--- src/hw/rtl/twd_pkg.sv ---
`default_nettype none
// ============================================================================
// twd_pkg
// Shared sizes, command codes and payload types of the dictionary trie.
// ============================================================================
package twd_pkg;

    // Node pool and alphabet
    localparam int unsigned NODE_COUNT    = 1024;
    localparam int unsigned ALPHABET_SIZE = 26;

    localparam int unsigned NODE_W  = $clog2(NODE_COUNT);
    localparam int unsigned POOL_W  = NODE_W + 1;
    localparam int unsigned SLOTS   = NODE_COUNT * ALPHABET_SIZE;
    localparam int unsigned SLOT_W  = $clog2(SLOTS);

    // Fixed field widths
    localparam int unsigned CMD_W    = 2;
    localparam int unsigned LETTER_W = 5;

    // Command codes (anything else acts as a prefix test)
    localparam logic [CMD_W-1:0] CMD_INSERT = 2'd0;
    localparam logic [CMD_W-1:0] CMD_SEARCH = 2'd1;
    localparam logic [CMD_W-1:0] CMD_PREFIX = 2'd2;

    typedef struct packed {
        logic [CMD_W-1:0]    command;
        logic [LETTER_W-1:0] letter;
        logic                last;
    } twd_req_t;

    typedef struct packed {
        logic hit;
        logic overflow;
    } twd_res_t;

    // Controller to datapath
    typedef struct packed {
        logic sweep;    // clear one table entry
        logic accept;   // take a request, start the child read
        logic resolve;  // child read back: step or allocate
        logic commit;   // load the result, mark the word, return to root
    } twd_cmd_t;

    // Datapath to controller
    typedef struct packed {
        logic sweep_last;  // final entry of the clearing pass
        logic in_skip;     // incoming letter needs no lookup
        logic in_last;     // incoming letter ends the word
        logic item_last;   // held letter ends the word
        logic out_free;    // result register can take a result
    } twd_status_t;

endpackage
`default_nettype wire

--- src/hw/rtl/twd_ctrl.sv ---
`default_nettype none
// ============================================================================
// twd_ctrl
// Sequencer for the dictionary trie: clearing pass, lookup, result.
// ============================================================================
module twd_ctrl (
    input  wire logic                aclk,
    input  wire logic                aresetn,
    input  wire logic                s_valid,
    output logic                     s_ready,
    input  wire twd_pkg::twd_status_t status,
    output twd_pkg::twd_cmd_t         cmd
);
    import twd_pkg::*;

    typedef enum logic [1:0] {
        ST_CLEAR,
        ST_IDLE,
        ST_LOOKUP,
        ST_RESULT
    } state_t;

    state_t state_reg, state_next;
    logic   s_ready_reg;

    always_comb begin
        state_next = state_reg;
        cmd        = '0;
        case (state_reg)
            ST_CLEAR: begin
                cmd.sweep = 1'b1;
                if (status.sweep_last) begin
                    state_next = ST_IDLE;
                end
            end
            ST_IDLE: begin
                if (s_valid) begin
                    cmd.accept = 1'b1;
                    if (!status.in_skip) begin
                        state_next = ST_LOOKUP;
                    end else if (status.in_last) begin
                        state_next = ST_RESULT;
                    end
                end
            end
            ST_LOOKUP: begin
                cmd.resolve = 1'b1;
                state_next  = status.item_last ? ST_RESULT : ST_IDLE;
            end
            ST_RESULT: begin
                // hold until the result register is free
                if (status.out_free) begin
                    cmd.commit = 1'b1;
                    state_next = ST_IDLE;
                end
            end
            default: begin
                state_next = ST_CLEAR;
            end
        endcase
    end

    always_ff @(posedge aclk) begin
        if (!aresetn) begin
            state_reg   <= ST_CLEAR;
            s_ready_reg <= 1'b0;
        end else begin
            state_reg   <= state_next;
            s_ready_reg <= (state_next == ST_IDLE);
        end
    end

    assign s_ready = s_ready_reg;

endmodule
`default_nettype wire

--- config.mk ---
export PLATFORM = sky130hd
export DESIGN_NAME = twd_ctrl
export DESIGN_NICKNAME = d
export VERILOG_FILES = /design/src/hw/rtl/twd_pkg.sv /design/src/hw/rtl/twd_ctrl.sv
export SDC_FILE = /design/constraint.sdc
export NUM_CORES = 1
export LEC_CHECK = 0
export ABC_AREA = 1
export BUFFER_PORTS_ARGS = -buffer_cell sky130_fd_sc_hd__buf_2
export CAP_MARGIN = 20
export CORE_AREA = 3 3 40 42
export CTS_BUF_LIST = sky130_fd_sc_hd__clkbuf_8 sky130_fd_sc_hd__clkbuf_16
export CTS_CLUSTER_SIZE = 28
export DETAILED_ROUTE_END_ITERATION = 12
export DIE_AREA = 0 0 43 45
export GPL_ROUTABILITY_DRIVEN = 0
export HOLD_SLACK_MARGIN = 0.08
export SYNTH_ARGS = -nofsm -noshare
export SYNTH_HDL_FRONTEND = slang
export SYNTH_SLANG_ARGS = --single-unit
--- constraint.sdc ---
create_clock -name aclk -period 1.05 [get_ports aclk]
set_input_delay 0.105 -clock aclk [delete_from_list [all_inputs] [get_ports aclk]]
set_output_delay 0.105 -clock aclk [all_outputs]
set_load 0.02 [all_outputs]
==> results of run 1 <==
-- power by group --
part           switching, mW  leakage [nW]  internal [mW]
Clock                 0.0792        0.0269          0.249
Combinational         0.0517         0.139         0.0408
Sequential            0.0105        0.0261          0.123
-- worst max-delay path: cells and delay by family (launching register included) --
family	cells	cell delay (ns)
buffers and inverters	1	0.14
DFF	1	0.37
and+or+nand+nor	2	0.20
-- routing by layer --
layer / vias to the layer above / wire length [um] / global-route usage (%)
met2: 9 / 177 / 5.69
met5: - / 0 / 0
met3: 0 / 40 / 5.18
met4: 0 / 0 / 3.61
li1: 128 / - / -
met1: 81 / 255 / 6.04
-- cells by family (layout without fill, tap and decap cells) --
group                  after synthesis  count (layout)  share of synthesized area (%)
AND/OR/NAND/NOR                     17              17                           41.5
buffers and inverters                8              26                           16.9
flip-flops                           3               3                           33.8
AO/OA/AOI/OAI                        2               2                           7.74
-- layout by cell type, fill, tap and decap left out, types with 2 or more instances in the layout --
| cell type | Yosys | routed |
|---|---|---|
| buf_2 | 0 | 10 |
| clkbuf_8 | 0 | 3 |
| inv_1 | 7 | 7 |
| nor2_2 | 2 | 2 |
| nand2_1 | 5 | 4 |
| dfxtp_4 | 0 | 2 |
| nand3_1 | 3 | 3 |
| nor2_1 | 6 | 6 |
| buf_4 | 0 | 3 |
-- per-stage QoR --
| step | power, mW | instance area (um^2) | worst slack, ns | util, % | hold slack [ns] |
|---|---|---|---|---|---|
| final | 0.555 | 343 | 0.0277 | 26.7 | 0.135 |
| after floorplan | 0.185 | 183 | 0.0348 | - | 0.254 |
| after CTS | 0.559 | 327 | 0.00806 | 25.4 | 0.130 |
| after detailed placement | 0.216 | 262 | 0.107 | 20.4 | 0.355 |
| after global placement | 0.216 | 262 | 0.131 | 20.4 | 0.358 |
| after global routing | 0.591 | 343 | -0.00475 | 26.7 | 0.138 |
-- worst max path at each step --
| stage | slack, ns | end | startpoint | depth (start not counted) |
|---|---|---|---|---|
| floorplan | 0.03 | s_ready | state_reg[0] | 5 |
| global placement | 0.13 | cmd[0] | state_reg[1] | 3 |
| detailed placement | 0.11 | cmd[0] | state_reg[1] | 3 |
| CTS | 0.008 | cmd[2] | state_reg[0] | 3 |
| global route | -0.005 | cmd[0] | state_reg[1] | 3 |
| finish | 0.03 | cmd[2] | state_reg[0] | 3 |
-- layout make-up --
class	instances	area (um^2)
tap	15	18.8
clock inverter	1	3.75
fill	152	942
clock buffer	3	41.3
multi-input combinational	19	95.1
inverter	8	32.5
sequential	3	67.6
timing repair buffer	14	83.8
-- timing repair --
item,4_1_cts,5_1_grt
setup endpoints to repair,3,2
resized for setup,7,3
pin swaps,1,2
hold buffers,0,0
buffers inserted,1,1
==> impl_metrics.yaml, run 1 <==
critical_path:
  r2r-start: "state_reg[0]"
  r2r.worst_path.cells: 6
  worstSetupEndpointType: "output port"
  cp-start-kind: "flop"
  required_ns: 0.94
  rr_endpoint: "s_ready"
  worstSetupPathType: "flop to output port"
  crit_path_max_incr_delay_ns: 0.37
  crit_chain: "nand2_2 -> nor2_2 -> buf_6"
  cp.arrival_ns: 0.92
  slowest_stage: "dfxtp_4"
  cp_max_fo: 6
  rrSetupSlack_ns: 0.09
cts:
  cts_buffer_depth: 2
  cts_inserted_buffers: 3
  cts_sinks: 3
  clk_latency_ns: 0.22
  path_clk_slew_ns: 0.03
  cts_root_buffer: "clkbuf_8"
  cts_tree: "built"
  h-tree-depth: 1
timing:
  hold_viol: 0
  finalCritPeriodShare_pct: 97.4
  setup_tns_ns: 0
  relSlewSlack_pct: 91.0
  finalWorstPathRequiredPeriod_ns: 1.02
  max_freq_ghz: 0.978
  tightest_slew_ns: 0.136
  drv_slew: 0
  fin_worst_skew_ns: 0.00257
  setup_viol: 0
  rsz0062_at_grt: "yes"
route:
  wire_per_inst_um: 7.49
  drc: 0
  viasPerCell: 3.46
  first_iter_violations: 0
  vias: 218
  drt-pass1-iter-count: 1
  drt_wl_total_um: 472
  ant_nets: 0
die:
  start_util_pct: 13.8
  die-width_um: 43
  num_rows: 13
  dieArea_mm2: 0.00194
  io_pins: 13
  die_y_um: 45
  core_area_mm2: 0.00128
cells_and_area:
  area_growth_pct: 93.0
  instances_no_fill: 63
  largest_register_ff_count: 2
  n_antenna_cell: 0
  drive_above_1_share_pct: 54.2
  final_nets: 57
global_route:
  track_usage_pct: 5.25
  grt_pass1_vias: 183
  globalRoute.totalOverflow: 0
  antenna_found_initial: 0
  grt_pass1_wl_um: 690
  grt_max_degree: 7
synthesis:
  ys_seq_area_share_pct: 33.8
  syn_inst: 30
  netlist-cell-type-count: 10
  ys_ff_latch: 3
  syn_avg_cell_area_um2: 5.92
  yosys_warnings: 0
  async_flop_share_pct: 0
  synth_most_common_cell: "inv_1"
  synth_top_area_share_pct: 33.8
  syn_area_um2: 178
  yosys_most_used_dff: "dfxtp_1"
  synth_edf_count: 0
  synth_nets: 38
  synth_top_cell_by_area: "dfxtp_1"
  synth_common_cells: "inv_1 (7), nor2_1 (6), nand2_1 (5)"
  synth_area_leaders: "dfxtp_1 (34%), inv_1 (15%), nor2_1 (13%)"
run:
  drv_cap: 0
power_and_ir_drop:
  p_leak_nw: 0.192
  ir_worst_vdd_mv: 0.662
  power_density_mw_per_mm2: 1620
hold_path:
  holdPathStages: 3
  holdPathEnd: "state_reg[1]"
  hp-class: "primary input to flop"
  hold_path_startpoint: "aresetn"
status:
  outcome: "finished, final reports clean"
place:
  port_buffers: 12
  hpwl_um: 351
  place_inst: 57
(Power assumes the default switching activity.)
==> inputs of run 2 (changes only) <==
MAX_ROUTING_LAYER = met4   (was unset)
clock period = 0.97 ns   (was 1.05 ns; I/O delays follow)
==> run 2 against run 1 <==
The flow now finishes with violations (negative setup slack). Combinational power up 9%. Critical path depth unchanged. Global-route usage up 0.41 points. Sequential share of layout area up 0.14 points. Clock skew down 0.0011 ns. Flip-flop and latch count unchanged. Non-clock buffer count down 1. Die area unchanged. Critical endpoint is now cmd[0]. Largest cell class unchanged. Largest power group unchanged. Highest routed layer unchanged.
==> impl_metrics.yaml, run 2 (same netlist as run 1, synthesis figures left out) <==
status:
  outcome: "complete, but fails checks"
  violations: "negative setup slack"
critical_path:
  worstSetupPathType: "flop to output port"
  cp.arrival_ns: 0.91
  cp-start-kind: "flop"
  cp_max_fo: 6
  crit_path_max_incr_delay_ns: 0.36
  worstSetupEndpointType: "output port"
  slowest_stage: "dfxtp_4"
  crit_chain: "inv_2 -> nor3_2 -> buf_4"
  required_ns: 0.87
place:
  port_buffers: 12
  place_area_um2: 267
  post-place-ws_ns: 0.0230
  place_inst: 57
cells_and_area:
  area_growth_pct: 91.5
  final_common_cell: "buf_2"
  n_antenna_cell: 0
  fillers: 156
  instances_no_fill: 62
  final_nets: 56
  final_cell_mix: "buf_2 (8), inv_1 (7), nor2_1 (6), nand2_1 (5), buf_4 (4)"
  final_area_um2: 340
  drive_above_1_share_pct: 51.1
  utilization_pct: 26.5
  largest_register_ff_count: 2
global_route:
  grt_pass1_vias: 194
  grtUsageMet1_pct: 6.73
  antenna_found_initial: 0
  grt_pass1_wl_um: 759
  grt_max_degree: 7
  grt_use_met3_pct: 1.20
  met2_usage_pct: 6.89
  track_usage_pct: 5.66
  busiest_layer: "met4"
  globalRoute.totalOverflow: 0
power_and_ir_drop:
  clkPwrFrac_pct: 58.7
  p_leak_nw: 0.189
  switching_share_pct: 24.6
  switching_power_mw: 0.146
  seqPwrFrac_pct: 24.3
  ir_worst_vdd_mv: 0.384
  power_density_mw_per_mm2: 1740
  comb_power_share_pct: 17.0
  p_int_mw: 0.447
timing:
  setup_viol: 4
  fin_worst_skew_ns: 0.00147
  drv_slew: 0
  max_freq_ghz: 0.998
  hold_viol: 0
  tightest_slew_ns: 0.135
  setup_tns_ns: -0.0762
  finalWorstPathRequiredPeriod_ns: 1.00
  rsz0062_at_grt: "yes"
  setup_ws_ns: -0.0324
  finalCritPeriodShare_pct: 103
  relSlewSlack_pct: 91.0
die:
  core_area_mm2: 0.00128
  num_rows: 13
  die_y_um: 45
  io_pins: 13
  dieArea_mm2: 0.00194
  die-width_um: 43
  start_util_pct: 13.8
cts:
  path_clk_slew_ns: 0.03
  holdBufCountCts: 0
  cts_sinks: 3
  clk_latency_ns: 0.21
  cts_inserted_buffers: 3
  cts_buffer_depth: 2
  cts_root_buffer: "clkbuf_8"
  h-tree-depth: 1
  cts_tree: "built"
route:
  vias: 214
  first_iter_violations: 1
  drc: 0
  ant_nets: 0
  drt-pass1-iter-count: 2
  wire_per_inst_um: 7.56
  viasPerCell: 3.45
  drt_wl_total_um: 469
hold_path:
  hp-class: "primary input to flop"
run:
  drv_cap: 0
run 2: critical path: cells and delay by family, from the launching register on:
family,cells,cell delay (ns)
simple gates,1,0.13
buf+inv,2,0.19
flops,1,0.36
run 2: final cells by class:
| type | instances | area, um^2 | area share [%] |
|---|---|---|---|
| Clock inverter | 1 | 3.75 | 1.10 |
| Multi-Input combinational cell | 19 | 97.6 | 28.7 |
| Tap cell | 15 | 18.8 | 5.51 |
| Timing Repair Buffer | 13 | 81.3 | 23.9 |
| Clock buffer | 3 | 41.3 | 12.1 |
| Inverter | 8 | 30.0 | 8.82 |
| Sequential cell | 3 | 67.6 | 19.9 |
run 2: power by group through the flow:
stage | clock, mW | combinational [mW] | sequential (mW)
final | 0.348 | 0.101 | 0.144
after global routing | 0.370 | 0.112 | 0.146
after CTS | 0.364 | 0.102 | 0.144
after detailed placement | 0 | 0.0901 | 0.147
after global placement | 0 | 0.0902 | 0.146
after floorplan | 0 | 0.0509 | 0.151
run 2: worst paths after layout:
kind                                      to  depth (start not counted)    startpoint  slack [ns]
worst max register to register  state_reg[1]                          5  state_reg[1]        0.09
worst max-delay path                  cmd[0]                          3  state_reg[0]       -0.03
worst min register to register  state_reg[0]                          4  state_reg[1]        0.60
worst min-delay path            state_reg[1]                          3       aresetn        0.13
run 2: what timing repair did:
action | in CTS | in global routing
endpoints found under the setup margin | 4 | 4
buffers inserted | 1 | 0
pin swaps | 1 | 0
endpoints found under the hold margin | 0 | 0
gates resized for setup | 10 | 0
run 2: stage by stage:
stage / power, mW / hold WS (ns)
global route: 0.627 / 0.154
CTS: 0.611 / 0.128
detailed placement: 0.237 / 0.351
global placement: 0.237 / 0.357
floorplan: 0.202 / 0.246
finish: 0.593 / 0.134
run 2: metal layers:
| metal | part of all wire (%) | wire length, um |
|---|---|---|
| met5 | 0 | 0 |
| met4 | 0 | 0 |
| met3 | 6.8 | 32 |
| met2 | 42 | 199 |
| met1 | 51 | 237 |
==> inputs of run 3 (changes only) <==
clock period = 1.3 ns   (was 0.97 ns; I/O delays follow)
==> run 3 against run 2 <==
The flow now finishes without violations. Sequential power shrank 25%. Flip-flop and latch count is the same. Cell count shrank 1.6%. Routed wire length shrank 2.6%. Sequential share of layout area grew 0.064 points. Combinational power shrank 36%. Critical path type unchanged.
==> impl_metrics.yaml, run 3 (same netlist as run 1, synthesis figures left out) <==
cts:
  cts_setup_buffers: 0
  path_clk_slew_ns: 0.03
  h-tree-depth: 1
  clk_latency_ns: 0.21
  holdBufCountCts: 0
  cts_root_buffer: "clkbuf_8"
  cts_tree: "built"
  cts_sinks: 3
  cts_inserted_buffers: 3
  cts_resized: 0
  cts_buffer_depth: 2
route:
  wire_per_inst_um: 7.49
  vias: 211
  first_iter_violations: 7
  drt_wl_total_um: 457
  ant_nets: 0
  drc: 0
  drt-pass1-iter-count: 4
  viasPerCell: 3.46
critical_path:
  crit_path_max_incr_delay_ns: 0.41
  rr_endpoint: "s_ready"
  worstSetupEndpointType: "output port"
  crit_chain: "inv_2 -> nor3_1 -> buf_2"
  slowest_stage: "dfxtp_1"
  cp-start-kind: "flop"
  crit_family: "flip-flops"
  r2r.worst_path.cells: 5
  cp_max_fo: 5
  required_ns: 1.17
  worst-path-buf-inv: 2
  worstSetupPathType: "flop to output port"
  rrSetupSlack_ns: 0.38
  r2r-start: "state_reg[0]"
  cp.arrival_ns: 1.05
die:
  dieArea_mm2: 0.00194
  io_pins: 13
  die-width_um: 43
  core_area_mm2: 0.00128
  num_rows: 13
  start_util_pct: 13.8
  die_y_um: 45
power_and_ir_drop:
  ir_worst_vdd_mv: 0.302
  p_leak_nw: 0.179
  total_power_mw: 0.431
  power_density_mw_per_mm2: 1430
timing:
  max_freq_ghz: 0.847
  tightest_slew_ns: 0.206
  fin_worst_skew_ns: 0.00109
  relSlewSlack_pct: 86.3
  finalCritPeriodShare_pct: 90.9
  setup_tns_ns: 0
  drv_slew: 0
  hold_viol: 0
  rsz0062_at_grt: "no"
  finalWorstPathRequiredPeriod_ns: 1.18
  setup_viol: 0
  whs_ns: 0.162
hold_path:
  holdPathEnd: "state_reg[1]"
  hp-class: "primary input to flop"
  holdPathStages: 3
  hold_path_startpoint: "aresetn"
cells_and_area:
  final_area_um2: 302
  instances_no_fill: 61
  largest_register_ff_count: 2
  final_common_cell: "buf_2"
  final_cell_mix: "buf_2 (12), inv_1 (8), nor2_1 (6), nand2_1 (5)"
  area_growth_pct: 69.7
  drive_above_1_share_pct: 41.3
  n_antenna_cell: 0
  final_nets: 55
global_route:
  track_usage_pct: 4.97
  antenna_found_initial: 0
  grt_max_degree: 7
  globalRoute.totalOverflow: 0
  grt_pass1_vias: 167
  grt_pass1_wl_um: 655
place:
  hpwl_um: 374
  place_area_um2: 256
  port_buffers: 12
  place_inst: 57
run:
  drv_cap: 0
status:
  outcome: "finished, final reports clean"
run 3: changes by cell type in the layout (fill, tap and decap cells not counted), sizes merged:
| cell | before | now |
|---|---|---|
| buf | 13 | 12 |
run 3: worst max path at each step:
| stage | start | to | slack, ns | depth (start not counted) |
|---|---|---|---|---|
| floorplan | state_reg[1] | cmd[0] | 0.21 | 2 |
| global placement | state_reg[1] | cmd[0] | 0.35 | 3 |
| detailed placement | state_reg[1] | cmd[0] | 0.33 | 3 |
| CTS | state_reg[1] | cmd[0] | 0.1 | 3 |
| global route | state_reg[1] | cmd[0] | 0.01 | 3 |
| finish | state_reg[1] | cmd[0] | 0.12 | 3 |
run 3: routing by layer:
metal / share of wire [%] / global-route usage (%) / vias up
met3: 10 / 1.20 / 0
met4: 0 / 5.42 / 0
li1: - / - / 120
met2: 37 / 4.79 / 10
met5: 0 / - / -
met1: 53 / 7.21 / 81
run 3: power breakdown:
| part | switching (mW) | internal, mW |
|---|---|---|
| combinational | 0.0391 | 0.0251 |
| sequential | 0.00726 | 0.100 |
| clock | 0.0587 | 0.201 |
| total | 0.105 | 0.326 |
run 3: stage by stage:
stage          setup slack, ns  util [%]
4_1_cts                 0.0972      23.5
3_5_place_dp             0.332      20.0
6_report                 0.119      23.5
3_3_place_gp             0.350      20.0
5_1_grt                0.00952      23.5
2_1_floorplan            0.206         -
run 3: final cells by class:
class	instances	area (um^2)
Clock inverter	1	3.75
Timing Repair Buffer	12	60.1
Sequential cell	3	60.1
Multi-Input combinational cell	19	87.6
Clock buffer	3	41.3
Tap cell	15	18.8
Inverter	8	30.0
Fill cell	159	983
run 3: worst min-delay path: stages:
cell    delay (ns)
buf_2         0.08
inv_1         0.05
nor2_1        0.08
